File: src/jse_pkg.sv
// Shared types, constants and lookup functions of the JSON string escaper.
package jse_pkg;

    localparam int COUNT_WIDTH_DEF = 16;
    localparam int CFG_WIDTH       = 16;
    localparam int BYTE_WIDTH      = 8;
    localparam int NULL_LEN        = 9;
    localparam int IDX_WIDTH       = $clog2(NULL_LEN);

    localparam logic [BYTE_WIDTH-1:0] CH_NUL       = 8'h00;
    localparam logic [BYTE_WIDTH-1:0] CH_QUOTE     = 8'h22;
    localparam logic [BYTE_WIDTH-1:0] CH_BACKSLASH = 8'h5C;
    localparam logic [BYTE_WIDTH-1:0] CH_BS        = 8'h08;
    localparam logic [BYTE_WIDTH-1:0] CH_FF        = 8'h0C;
    localparam logic [BYTE_WIDTH-1:0] CH_LF        = 8'h0A;
    localparam logic [BYTE_WIDTH-1:0] CH_CR        = 8'h0D;
    localparam logic [BYTE_WIDTH-1:0] CH_TAB       = 8'h09;

    localparam logic [IDX_WIDTH-1:0] ESC_LAST_IDX  = IDX_WIDTH'(1);
    localparam logic [IDX_WIDTH-1:0] NULL_LAST_IDX = IDX_WIDTH'(NULL_LEN - 1);

    typedef enum logic [1:0] {
        JOB_PLAIN,
        JOB_ESC,
        JOB_NULL
    } t_job_kind;

    // One input word's worth of output: the kind of run and its payload byte.
    typedef struct packed {
        t_job_kind             kind;
        logic [BYTE_WIDTH-1:0] data;
    } t_job;

    // Letter that follows the backslash, or zero when the byte passes as is.
    function automatic logic [BYTE_WIDTH-1:0] escape_letter(input logic [BYTE_WIDTH-1:0] c);
        logic [BYTE_WIDTH-1:0] e;
        unique case (c)
            CH_QUOTE:     e = CH_QUOTE;
            CH_BACKSLASH: e = CH_BACKSLASH;
            CH_BS:        e = 8'h62;
            CH_FF:        e = 8'h66;
            CH_LF:        e = 8'h6E;
            CH_CR:        e = 8'h72;
            CH_TAB:       e = 8'h74;
            default:      e = CH_NUL;
        endcase
        return e;
    endfunction

    // Characters of the text "<nullptr>".
    function automatic logic [BYTE_WIDTH-1:0] null_char(input logic [IDX_WIDTH-1:0] idx);
        logic [BYTE_WIDTH-1:0] ch;
        unique case (idx)
            4'd0:    ch = 8'h3C;
            4'd1:    ch = 8'h6E;
            4'd2:    ch = 8'h75;
            4'd3:    ch = 8'h6C;
            4'd4:    ch = 8'h6C;
            4'd5:    ch = 8'h70;
            4'd6:    ch = 8'h74;
            4'd7:    ch = 8'h72;
            4'd8:    ch = 8'h3E;
            default: ch = CH_NUL;
        endcase
        return ch;
    endfunction

endpackage

File: src/json_string_escaper.sv
// Top level of the streaming JSON string escaper.
//
// Input stream: one string byte per word on i_s_tdata, i_s_tlast marks the
// last byte of a string and i_s_tuser flags a missing string, which emits the
// text "<nullptr>" and ends the string. Output stream: one escaped byte per
// word on o_m_tdata, with o_m_tlast high on the last byte caused by an input
// word. Quote, backslash and the five control escapes become a backslash
// pair; a zero byte, or reaching the length limit, drops the rest of the
// string. The limit goes in through i_cfg_wr_en / i_cfg_wr_data; the user
// must write it only while idle, which the block does not enforce.
// Decisions are taken as a word is accepted; the emitter turns the word into
// one, two or nine output words at one per cycle unless the output stalls.
// Each run waits in the pending register and its bytes then pass through the
// output register; a new word is accepted as the pending run hands on its
// last byte. When the receiver stalls, the output register holds its word
// and the input side stops once the pending run cannot move. Reset empties
// both stages, clears the count and stop flag, and sets the limit to its maximum.
module json_string_escaper
    import jse_pkg::*;
#(
    parameter int COUNT_WIDTH = COUNT_WIDTH_DEF
) (
    input  logic                  i_clk,
    input  logic                  i_rst_n,
    input  logic                  i_s_tvalid,
    output logic                  o_s_tready,
    input  logic [BYTE_WIDTH-1:0] i_s_tdata,   // [7:0] char_byte
    input  logic                  i_s_tlast,   // end_of_string
    input  logic                  i_s_tuser,   // [0] null_string
    output logic                  o_m_tvalid,
    input  logic                  i_m_tready,
    output logic [BYTE_WIDTH-1:0] o_m_tdata,   // [7:0] out_byte
    output logic                  o_m_tlast,   // run_last
    input  logic                  i_cfg_wr_en,
    input  logic [CFG_WIDTH-1:0]  i_cfg_wr_data
);

    localparam logic [COUNT_WIDTH+CFG_WIDTH-1:0] MAX_RESET_EXT =
        (COUNT_WIDTH+CFG_WIDTH)'({CFG_WIDTH{1'b1}});

    logic [COUNT_WIDTH-1:0]      r_max_len;
    logic [COUNT_WIDTH:0]        r_count;
    logic                        r_stopped;
    logic [COUNT_WIDTH:0]        n_count;
    logic                        n_stopped;
    logic [COUNT_WIDTH+CFG_WIDTH-1:0] cfg_ext;

    logic                  accept;
    logic                  job_ready;
    logic                  job_valid;
    t_job                  job;
    logic [BYTE_WIDTH-1:0] letter;
    logic                  drop;

    assign cfg_ext = (COUNT_WIDTH+CFG_WIDTH)'(i_cfg_wr_data);

    always_ff @(posedge i_clk) begin
        if (!i_rst_n) begin
            r_max_len <= MAX_RESET_EXT[COUNT_WIDTH-1:0];
        end else if (i_cfg_wr_en) begin
            r_max_len <= cfg_ext[COUNT_WIDTH-1:0];
        end
    end

    assign o_s_tready = job_ready;
    assign accept     = i_s_tvalid && job_ready;
    assign letter     = escape_letter(i_s_tdata);
    assign drop       = r_stopped || (i_s_tdata == CH_NUL)
                        || (r_count >= {1'b0, r_max_len});

    always_comb begin
        job_valid = 1'b0;
        job.kind  = JOB_PLAIN;
        job.data  = i_s_tdata;
        n_count   = r_count;
        n_stopped = r_stopped;
        if (i_s_tuser) begin
            job_valid = i_s_tvalid;
            job.kind  = JOB_NULL;
            n_count   = '0;
            n_stopped = 1'b0;
        end else begin
            if (drop) begin
                n_stopped = 1'b1;
            end else if (letter != CH_NUL) begin
                job_valid = i_s_tvalid;
                job.kind  = JOB_ESC;
                job.data  = letter;
                n_count   = r_count + (COUNT_WIDTH+1)'(2);
            end else begin
                job_valid = i_s_tvalid;
                n_count   = r_count + (COUNT_WIDTH+1)'(1);
            end
            if (i_s_tlast) begin
                n_count   = '0;
                n_stopped = 1'b0;
            end
        end
    end

    always_ff @(posedge i_clk) begin
        if (!i_rst_n) begin
            r_count   <= '0;
            r_stopped <= 1'b0;
        end else if (accept) begin
            r_count   <= n_count;
            r_stopped <= n_stopped;
        end
    end

    jse_emitter u_emitter (
        .i_clk       (i_clk),
        .i_rst_n     (i_rst_n),
        .i_job_valid (job_valid),
        .i_job       (job),
        .o_job_ready (job_ready),
        .o_m_tvalid  (o_m_tvalid),
        .i_m_tready  (i_m_tready),
        .o_m_tdata   (o_m_tdata),
        .o_m_tlast   (o_m_tlast)
    );

endmodule

File: src/jse_emitter.sv
// Output sequencer: holds one pending run and emits it a byte at a time into an output register.
module jse_emitter
    import jse_pkg::*;
(
    input  logic                  i_clk,
    input  logic                  i_rst_n,
    input  logic                  i_job_valid,
    input  t_job                  i_job,
    output logic                  o_job_ready,
    output logic                  o_m_tvalid,
    input  logic                  i_m_tready,
    output logic [BYTE_WIDTH-1:0] o_m_tdata,
    output logic                  o_m_tlast
);

    logic                  r_job_valid;
    t_job                  r_job;
    logic [IDX_WIDTH-1:0]  r_idx;
    logic                  r_out_valid;
    logic [BYTE_WIDTH-1:0] r_out_byte;
    logic                  r_out_last;

    logic                  out_free;
    logic                  cur_last;
    logic [BYTE_WIDTH-1:0] cur_byte;
    logic                  job_done;

    always_comb begin
        unique case (r_job.kind)
            JOB_PLAIN: begin
                cur_byte = r_job.data;
                cur_last = 1'b1;
            end
            JOB_ESC: begin
                cur_byte = (r_idx == '0) ? CH_BACKSLASH : r_job.data;
                cur_last = (r_idx == ESC_LAST_IDX);
            end
            JOB_NULL: begin
                cur_byte = null_char(r_idx);
                cur_last = (r_idx == NULL_LAST_IDX);
            end
            default: begin
                cur_byte = r_job.data;
                cur_last = 1'b1;
            end
        endcase
    end

    assign out_free    = !r_out_valid || i_m_tready;
    assign job_done    = r_job_valid && out_free && cur_last;
    assign o_job_ready = !r_job_valid || job_done;

    always_ff @(posedge i_clk) begin
        if (!i_rst_n) begin
            r_job_valid <= 1'b0;
            r_idx       <= '0;
        end else if (i_job_valid && o_job_ready) begin
            r_job_valid <= 1'b1;
            r_idx       <= '0;
        end else if (job_done) begin
            r_job_valid <= 1'b0;
        end else if (r_job_valid && out_free) begin
            r_idx <= r_idx + IDX_WIDTH'(1);
        end
    end

    always_ff @(posedge i_clk) begin
        if (i_job_valid && o_job_ready) begin
            r_job <= i_job;
        end
    end

    always_ff @(posedge i_clk) begin
        if (!i_rst_n) begin
            r_out_valid <= 1'b0;
        end else if (out_free) begin
            r_out_valid <= r_job_valid;
        end
    end

    always_ff @(posedge i_clk) begin
        if (out_free && r_job_valid) begin
            r_out_byte <= cur_byte;
            r_out_last <= cur_last;
        end
    end

    assign o_m_tvalid = r_out_valid;
    assign o_m_tdata  = r_out_byte;
    assign o_m_tlast  = r_out_last;

endmodule

File: config.mk
export PLATFORM = sky130hd
export DESIGN_NAME = json_string_escaper
export DESIGN_NICKNAME = d
export VERILOG_FILES = /design/src/jse_pkg.sv /design/src/json_string_escaper.sv /design/src/jse_emitter.sv
export SDC_FILE = /design/constraint.sdc
export NUM_CORES = 1
export LEC_CHECK = 0
export BUFFER_PORTS_ARGS = -buffer_cell sky130_fd_sc_hd__buf_2
export CORE_MARGIN = 5
export CORE_UTILIZATION = 63
export CTS_CLUSTER_DIAMETER = 40
export CTS_CLUSTER_SIZE = 28
export DETAILED_ROUTE_END_ITERATION = 7
export GPL_TIMING_DRIVEN = 0
export PLACE_DENSITY_LB_ADDON = 0.1
export SLEW_MARGIN = 20
export SYNTH_ARGS = -nofsm -noshare
export SYNTH_HDL_FRONTEND = slang
export SYNTH_SLANG_ARGS = --single-unit
File: constraint.sdc
create_clock -name i_clk -period 5.4 [get_ports i_clk]
set_input_delay 1.62 -clock i_clk [delete_from_list [all_inputs] [get_ports i_clk]]
set_output_delay 1.62 -clock i_clk [all_outputs]
set_load 0.01 [all_outputs]
======== Word-level counts from Yosys, hierarchy flattened ========
Memories as Yosys holds them, arrays and structs flattened. A register that Yosys moved wholly into a read port is not among the register bits.
Index checks and enable logic that the tools add are counted.
word-level totals
  memory bits (read-only) ................. 112
  register bits after elaboration ......... 59
  input port bits ......................... 31
  memories ................................ 1
  output and inout port bits .............. 11
operators by class
  mux-type cells .......................... 20
  equal/unequal tests ..................... 12
  reduce and logical (&&, ||, !) cells .... 20
  bitwise logic cells ..................... 2
  add/sub/neg operators ................... 3
  order comparisons ....................... 1
memory list
  name             words  bits a word  rd ports  clocked after memory_dff  wr ports  RTL line       source
  (no name shown)  16     7            1         1                         0         jse_pkg.sv:53  unique case (idx)
operators by type and width
  cell                     count
  $mux W17                 4
  $pmux W7 S7              1
  $eq A8 B4 Y1 const B     5
  $mux W8                  3
  $add A17 B1 Y17 const B  1
  $add A17 B2 Y17 const B  1
  $ge A17 B16 Y1           1
  $pmux W8 S2              1
  $mux W9                  1
  $eq A8 B6 Y1 const B     1
  $eq A8 B7 Y1 const B     1
  $logic_not A8 Y1         1
  $mux W4                  2
  $reduce_bool A8 Y1       1
  $mux W1                  7
  $reduce_and A2 Y1        3
  $add A4 B1 Y4 const B    1
  $eq A4 B1 Y1 const B     1
  $eq A4 B4 Y1 const B     1
  $logic_and A1 B1 Y1      4
  $logic_not A4 Y1         1
  $logic_or A1 B1 Y1       4
  $reduce_or A2 Y1         2
  $ne A3 B3 Y1 const B     1
  other kinds (7)          9

======== Depth between registers and ports, before layout ========
Gate-level depths: netlist of run 1.
  depth after elaboration ................. 8
  gate-level depth with buffers ........... 10

======== By module ========
From an unflattened synthesis of run 1, not the netlist that was laid out.
unflattened totals
  cells, all modules ...................... 421
  area, all modules ....................... 3788.6 sq um
by module, submodules not included
  module               area each (sq um)  instances  seq. area each (sq um)  cells an instance
  json_string_escaper  2289.7             1          680.7                   296
  jse_emitter          1498.9             1          830.8                   125

======== Least setup slack after synthesis of run 1 ========
No wires, ideal clock.
  path type ............................... in2out
  start point ............................. in i_m_tready
  end point ............................... out o_s_tready
  buffers on the path ..................... 0
  arrival ................................. 1.992 ns
  cell stages on the path ................. 2
  data required time ...................... 3.780 ns
  setup slack ............................. 1.788 ns
  cell sequence ........................... nand2b_1 -> a21o_1
on the way
  cells in the longest elaborated chain, start to end .. 4
ends and longest elaborated chain
  what                               RTL line                   source
  start, declared                    json_string_escaper.sv:31  input logic i_m_tready,
  $logic_or A1 B1 Y1                 jse_emitter.sv:49          assign out_free = !r_out_valid || i_m_tready;
  $logic_and A1 B1 Y1 (2 in series)  jse_emitter.sv:50          assign job_done = r_job_valid && out_free && cur_last;
  $logic_or A1 B1 Y1                 jse_emitter.sv:51          assign o_job_ready = !r_job_valid || job_done;
  end, declared                      json_string_escaper.sv:26  output logic o_s_tready,
Every way passes these cells.

======== Final worst setup path of run 1 ========
Ends and elaborated chain as after synthesis.

==> results of run 1 <==
[layer usage]
layer  vias to the layer above  wire length (um)
met4                         0               145
met5                         -                 0
met2                        75              4240
met3                        13               320
li1                       1556                 -
met1                      1480              3280
[power by group through the flow]
stage                     logic (W)  clock network (W)  registers, W
after detailed placement   0.000125                  0      0.000555
after global placement     0.000121                  0      0.000554
after global routing       0.000143           0.000439      0.000546
after floorplan           0.0000787                  0      0.000557
after CTS                  0.000126           0.000415      0.000544
final                      0.000126           0.000411      0.000544
[cell families (layout without fill, tap and decap cells)]
kind of cell    after synthesis  count (layout)  share of synthesized area
simple gates                145             145                      0.209
compound gates              106             106                      0.213
flops                        66              66                      0.421
buf+inv                      46             103                     0.0495
fa+ha+maj                    22              22                     0.0766
xor+xnor                      8               8                     0.0195
mux                           4               4                     0.0115
[worst min-delay path, cell delays in order (launching register included)]
cell and delay, ns:
dfxtp_1 0.30, inv_1 0.07, o211ai_1 0.08
[cell type report]
type / count / area (um^2)
multi-input combinational: 285 / 1900
sequential: 66 / 1510
fill: 435 / 1460
timing repair buffer: 41 / 205
clock buffer: 9 / 124
inverter: 31 / 116
tap: 72 / 90.1
clock inverter: 7 / 68.8
buffer: 15 / 61.3
[stage by stage]
stage	worst slack [ns]	util	instance area, um^2	total power, W	std cells
after detailed placement	1.37	0.702	3890	0.000681	510
final	1.53	0.736	4080	0.00108	526
after global placement	1.42	0.702	3890	0.000675	510
after floorplan	1.79	-	3590	0.000635	397
after CTS	1.53	0.736	4080	0.00109	526
after global routing	1.47	0.736	4080	0.00113	526
[final timing paths]
check / end / slack, ns / startpoint / depth (start not counted)
worst min register to register: r_max_len[10]$_SDFFE_PN1P_ / 0.49 / r_max_len[10]$_SDFFE_PN1P_ / 2
worst max register to register: register / 2.26 / r_max_len[12]$_SDFFE_PN1P_ / 10
worst min-delay path: r_max_len[10]$_SDFFE_PN1P_ / 0.49 / r_max_len[10]$_SDFFE_PN1P_ / 2
worst max-delay path: o_s_tready / 1.53 / i_m_tready / 4
[Yosys cell counts (3+ instances only)]
cell type	n
a21oi_1	25
and3_1	3
or3_1	12
nor3_1	7
o211ai_1	16
ha_1	22
and2_1	3
a22o_1	3
or4_1	4
nand2b_1	5
nand4_1	8
edfxtp_1	19
a21boi_0	3
xnor2_1	6
mux2i_1	3
clkbuf_1	11
nand3_1	8
nor2_1	27
dfxtp_1	47
nor2b_1	6
a211o_1	3
o21a_1	5
buf_2	3
o21ai_0	20
a21o_1	5
inv_1	31
nand2_1	45
[layout by cell type, fill, tap and decap left out, types with 3 or more instances in the layout]
cell / netlist / layout
a21boi_0: 3 / 3
edfxtp_1: 19 / 19
a21oi_1: 25 / 25
and3_1: 3 / 3
o21a_1: 5 / 5
a22o_1: 3 / 3
mux2i_1: 3 / 3
nor3_1: 7 / 7
and2_1: 3 / 3
buf_2: 3 / 44
nand3_1: 8 / 8
o211ai_1: 16 / 16
clkbuf_8: 0 / 9
or4_1: 4 / 4
nand4_1: 8 / 8
inv_1: 31 / 31
a21o_1: 5 / 5
xnor2_1: 6 / 6
o21ai_0: 20 / 20
nand2_1: 45 / 45
dfxtp_1: 47 / 47
nor2_1: 27 / 27
clkbuf_1: 11 / 11
ha_1: 22 / 22
or3_1: 12 / 12
nand2b_1: 5 / 5
nor2b_1: 6 / 6
a211o_1: 3 / 3
==> metrics.txt, run 1 <==
status=complete, no violations; PD cells=265 mW/mm^2; hold slack=about 0.5 ns; final hold vios=0; layout cells sized above 1=0.163; CTS resizes=0; met1 Use GR=0.273; CP Class=primary input to primary output; Worst Path Buf+Inv=2; Sw Pwr=around 0.00029 W; Pins Over Slew Limit=0; post-route ant nets=0; top cell type's share of synthesized area=0.262; Via density=around 6; initial antenna violation count=0; switching share of power=0.264; Worst Tran Pin Value=between 0.8 and 0.9 ns; maximum VDD drop=between 0.0002 and 0.00025 V; clk sinks=66; worst-case clock buffer depth=2; postcts setup bufs=0; critical-path cell list=buf_2 > nand2b_1 > a21o_1 > buf_2; DRC=0; core area=between 0.005 and 0.006 mm^2; Comb power frac=0.117; final setup fails=0; Synthesized Nets=450; Most common cell on crit path=buf_2; Crit Path Max Fanout=5; Initial Util=0.648; f_max=~260 MHz; CTS tree=yes; ranking of synthesized cells by area=dfxtp_1 26%, edfxtp_1 16%, ha_1 7.7%, nand2_1 4.7%, a21oi_1 3.5%; Hold Buf Count CTS=0; busiest grt layer=met2; Die Span Y=~86 um; ys flop type=dfxtp_1; Post-Route WL=between 7000 and 8000 um; RD Place Congestion=~0.83; Antenna diodes=0; vias in the first global route=approximately 2,900; async set-reset flop share out of synthesis=0; Avg Synthesized Cell Area=between 9 and 10 um^2; DRT Pass-1 Iters=4; yosys warns=0; Die Wd=~86 um; GR Layer Usage met3=0.0384; Iter 0 DRT Violations=between 150 and 200; TritonCTS buffer count=9; Final nets=502; Synth cell types=between 60 and 70; clock input transition at the sequential cells of the worst setup and hold paths=~0.080 ns; Clock power frac=0.380; static leakage=roughly 1.7 nW; max incr delay on CP=0.20 ns; WL per Instance=approximately 15 um; Synth area leader=dfxtp_1; Final TNS setup=0 ns; cell count after synthesis=397; GR Overflow Total=0; first-pass GRT wire length=between 10,000 and 15,000 um; max-slew headroom at the worst pin=0.397; H-tree Lvls=3; Clock Latency Late Sink=about 0.35 ns; # rows=27; Die Area=~0.0073 mm^2; CP endpoint kind=primary output; root buf cell=clkbuf_8; P&R area growth vs syn=13.6%; largest net degree at the start of global routing=13; Clock Skew=~0.0076 ns; Worst EP required=3.78 ns; Min Clock Period, post-route=just under 4 ns; cell area after synthesis=0.00359 mm^2; CP arrival=about 2.3 ns; vias=approximately 3,100; FF+latch count, synth=66; Max Cap Viol=0; HPWL Detailed=6100 um; io pins=42; PortBufs=41; Flop pwr share=0.503; CP startpoint kind=primary input; Hold Path Class=register to register; GR Util met2=0.432; Slowest cell on crit path=nand2b_1; Tcrit/Tclk final=0.717; Tot GR Track Use=0.236; EDFF count, synth=19; CP top delay family=buffers and inverters; RSZ-0062 raised after global routing=no; internal power=between 0.0007 and 0.0008 W; register area share after synthesis=0.421
No activity file was read; power rests on OpenSTA's default activity.
==> inputs of run 2 (changes only) <==
--- a/config.mk
+++ b/config.mk
@@ -7,7 +7,7 @@
 export LEC_CHECK = 0
 export BUFFER_PORTS_ARGS = -buffer_cell sky130_fd_sc_hd__buf_2
 export CORE_MARGIN = 5
-export CORE_UTILIZATION = 63
+export CORE_UTILIZATION = 58
 export CTS_CLUSTER_DIAMETER = 40
 export CTS_CLUSTER_SIZE = 28
 export DETAILED_ROUTE_END_ITERATION = 7
==> constraint.sdc (replaced) <==
create_clock -name i_clk -period 3.7 [get_ports i_clk]
set_input_delay 1.11 -clock i_clk [delete_from_list [all_inputs] [get_ports i_clk]]
set_output_delay 1.11 -clock i_clk [all_outputs]
set_load 0.01 [all_outputs]
==> metrics.txt, run 2 (same netlist as run 1, synthesis figures left out) <==
Antenna diodes=0 (unchanged); Tot GR Track Use=0.213 (-0.0232); Clock Skew=0.00614 ns (-0.00149 ns); Post-Route WL=7910 um (-0.95%); core area=0.00596 mm^2 (+7.5%); final setup fails=0 (unchanged); worst-case clock buffer depth=2 (unchanged); max-slew headroom at the worst pin=0.365 (-0.0320); Sw Pwr=0.000417 W (+46%); RD Place Congestion=0.879 (+5.4%); RSZ-0062 raised after global routing=no; Worst EP required=3.90 ns (+0.12 ns); # fillers=484 (+11%); final hold vios=0 (unchanged); Comb power frac=0.103 (-0.014); vias=3,048 (-2.4%); Die Area=0.00787 mm^2 (+7.6%); PD cells=429 mW/mm^2 (+62%); Tcrit/Tclk final=0.857; CP Class=register to register; Final nets=502 (unchanged); static leakage=1.77 nW (+2.0%); CTS resizes=0 (unchanged); initial antenna violation count=0 (unchanged); internal power=0.00137 W (+72%); Hold Path Class=register to register; CP endpoint kind=register; DRT Pass-1 Iters=4 (unchanged); CTS tree=yes; Max Cap Viol=0 (unchanged); vias in the first global route=2,956 (+1.3%); Inst Count DP=513 (+0.59%); Final TNS setup=0 ns (unchanged); H-tree Lvls=3 (unchanged); clock input transition at the sequential cells of the worst setup and hold paths=0.08 ns (about the same); first-pass GRT wire length=13,100 um (-5.0%); f_max=~320 MHz; # rows=28 (+3.7%); commonest non-fill, non-tap cell in the layout=dfxtp_1; Hold Buf Count CTS=0 (unchanged); Clock power frac=0.452 (+0.072); switching share of power=0.234 (-0.0305); Worst Tran Pin Value=0.952 ns (+0.0606 ns); layout cells sized above 1=0.163 (unchanged); GR Overflow Total=0 (unchanged); Die Span Y=88.7 um (+3.7%); WL per Instance=14.9 um (-1.5%); maximum VDD drop=0.000341 V (+67%); TritonCTS buffer count=9 (unchanged); most frequent cells in the layout=47 x dfxtp_1, 45 x nand2_1, 44 x buf_2; CP startpoint kind=register; Iter 0 DRT Violations=101 (-46%); Clock Latency Late Sink=0.34 ns (about the same); Crit Path Max Fanout=11 (+6); DRC=0 (unchanged); CP arrival=3.37 ns (+1.12 ns); status=complete, no violations; clk sinks=66 (unchanged); largest net degree at the start of global routing=13 (unchanged); PortBufs=41 (unchanged); Via density=5.76 (-3.0%); Pins Over Slew Limit=0 (unchanged); Initial Util=0.603 (-0.0452); Die Wd=88.7 um (+3.7%); root buf cell=clkbuf_8; Min Clock Period, post-route=roughly 3.2 ns; hold slack=0.495 ns (+0.00457 ns); HPWL Detailed=5970 um (-2.1%); Flop pwr share=0.445 (-0.058); io pins=42 (unchanged); post-route ant nets=0 (unchanged); Finished Layout Cells=529 (+0.57%); P&R area growth vs syn=15.7%; postcts setup bufs=0 (unchanged)
==> run 2: worst paths after layout <==
kind                             start                        end  slack (ns)  cells after the start
min          r_max_len[2]$_SDFFE_PN1P_  r_max_len[2]$_SDFFE_PN1P_        0.50                      2
max reg2reg    r_count[2]$_SDFFE_PN0P_                   register        0.53                      9
max            r_count[2]$_SDFFE_PN0P_                   register        0.53                      9
min reg2reg  r_max_len[2]$_SDFFE_PN1P_  r_max_len[2]$_SDFFE_PN1P_        0.50                      2
==> run 2: area by class of cell <==
cell class / instances / area, um^2 / area share
multi-input combinational: 285 / 1900 / 0.458
clock buffer: 9 / 124 / 0.0298
buffer: 15 / 61.3 / 0.0148
clock inverter: 7 / 141 / 0.0340
timing repair buffer: 41 / 205 / 0.0494
inverter: 31 / 116 / 0.0280
sequential: 66 / 1510 / 0.364
tap: 75 / 93.8 / 0.0226
==> run 2: per-stage QoR <==
stage	worst slack, ns	power, W	utilization	instance area [um^2]
CTS	0.504	0.00179	0.698	4160
floorplan	0.672	0.000927	-	3590
finish	0.529	0.00178	0.698	4160
global placement	0.254	0.000986	0.653	3890
detailed placement	0.192	0.000993	0.653	3890
global route	0.226	0.00185	0.698	4160
==> run 2: per-layer routing <==
layer	wire length, um	track usage
met3	252	0.0307
met2	4240	0.404
met5	0	0
met1	3300	0.233
met4	111	0.0893
==> run 2: power groups by stage <==
stage / Sequential [W] / Clock (W) / Combinational [W]
detailed placement: 0.000811 / 0 / 0.000182
global route: 0.000797 / 0.000846 / 0.000206
floorplan: 0.000813 / 0 / 0.000115
global placement: 0.000809 / 0 / 0.000177
CTS: 0.000794 / 0.000814 / 0.000184
finish: 0.000794 / 0.000807 / 0.000183
==> run 2: worst max-delay path: stages (launching register included) <==
cell and delay [ns]:
dfxtp_1 0.44, ha_1 0.29, a211oi_2 0.18, o211ai_1 0.13, a211o_1 0.28, a31o_2 0.24
a21oi_1 0.77, nand2b_1 0.23, clkbuf_1 0.34, nor3_1 0.14
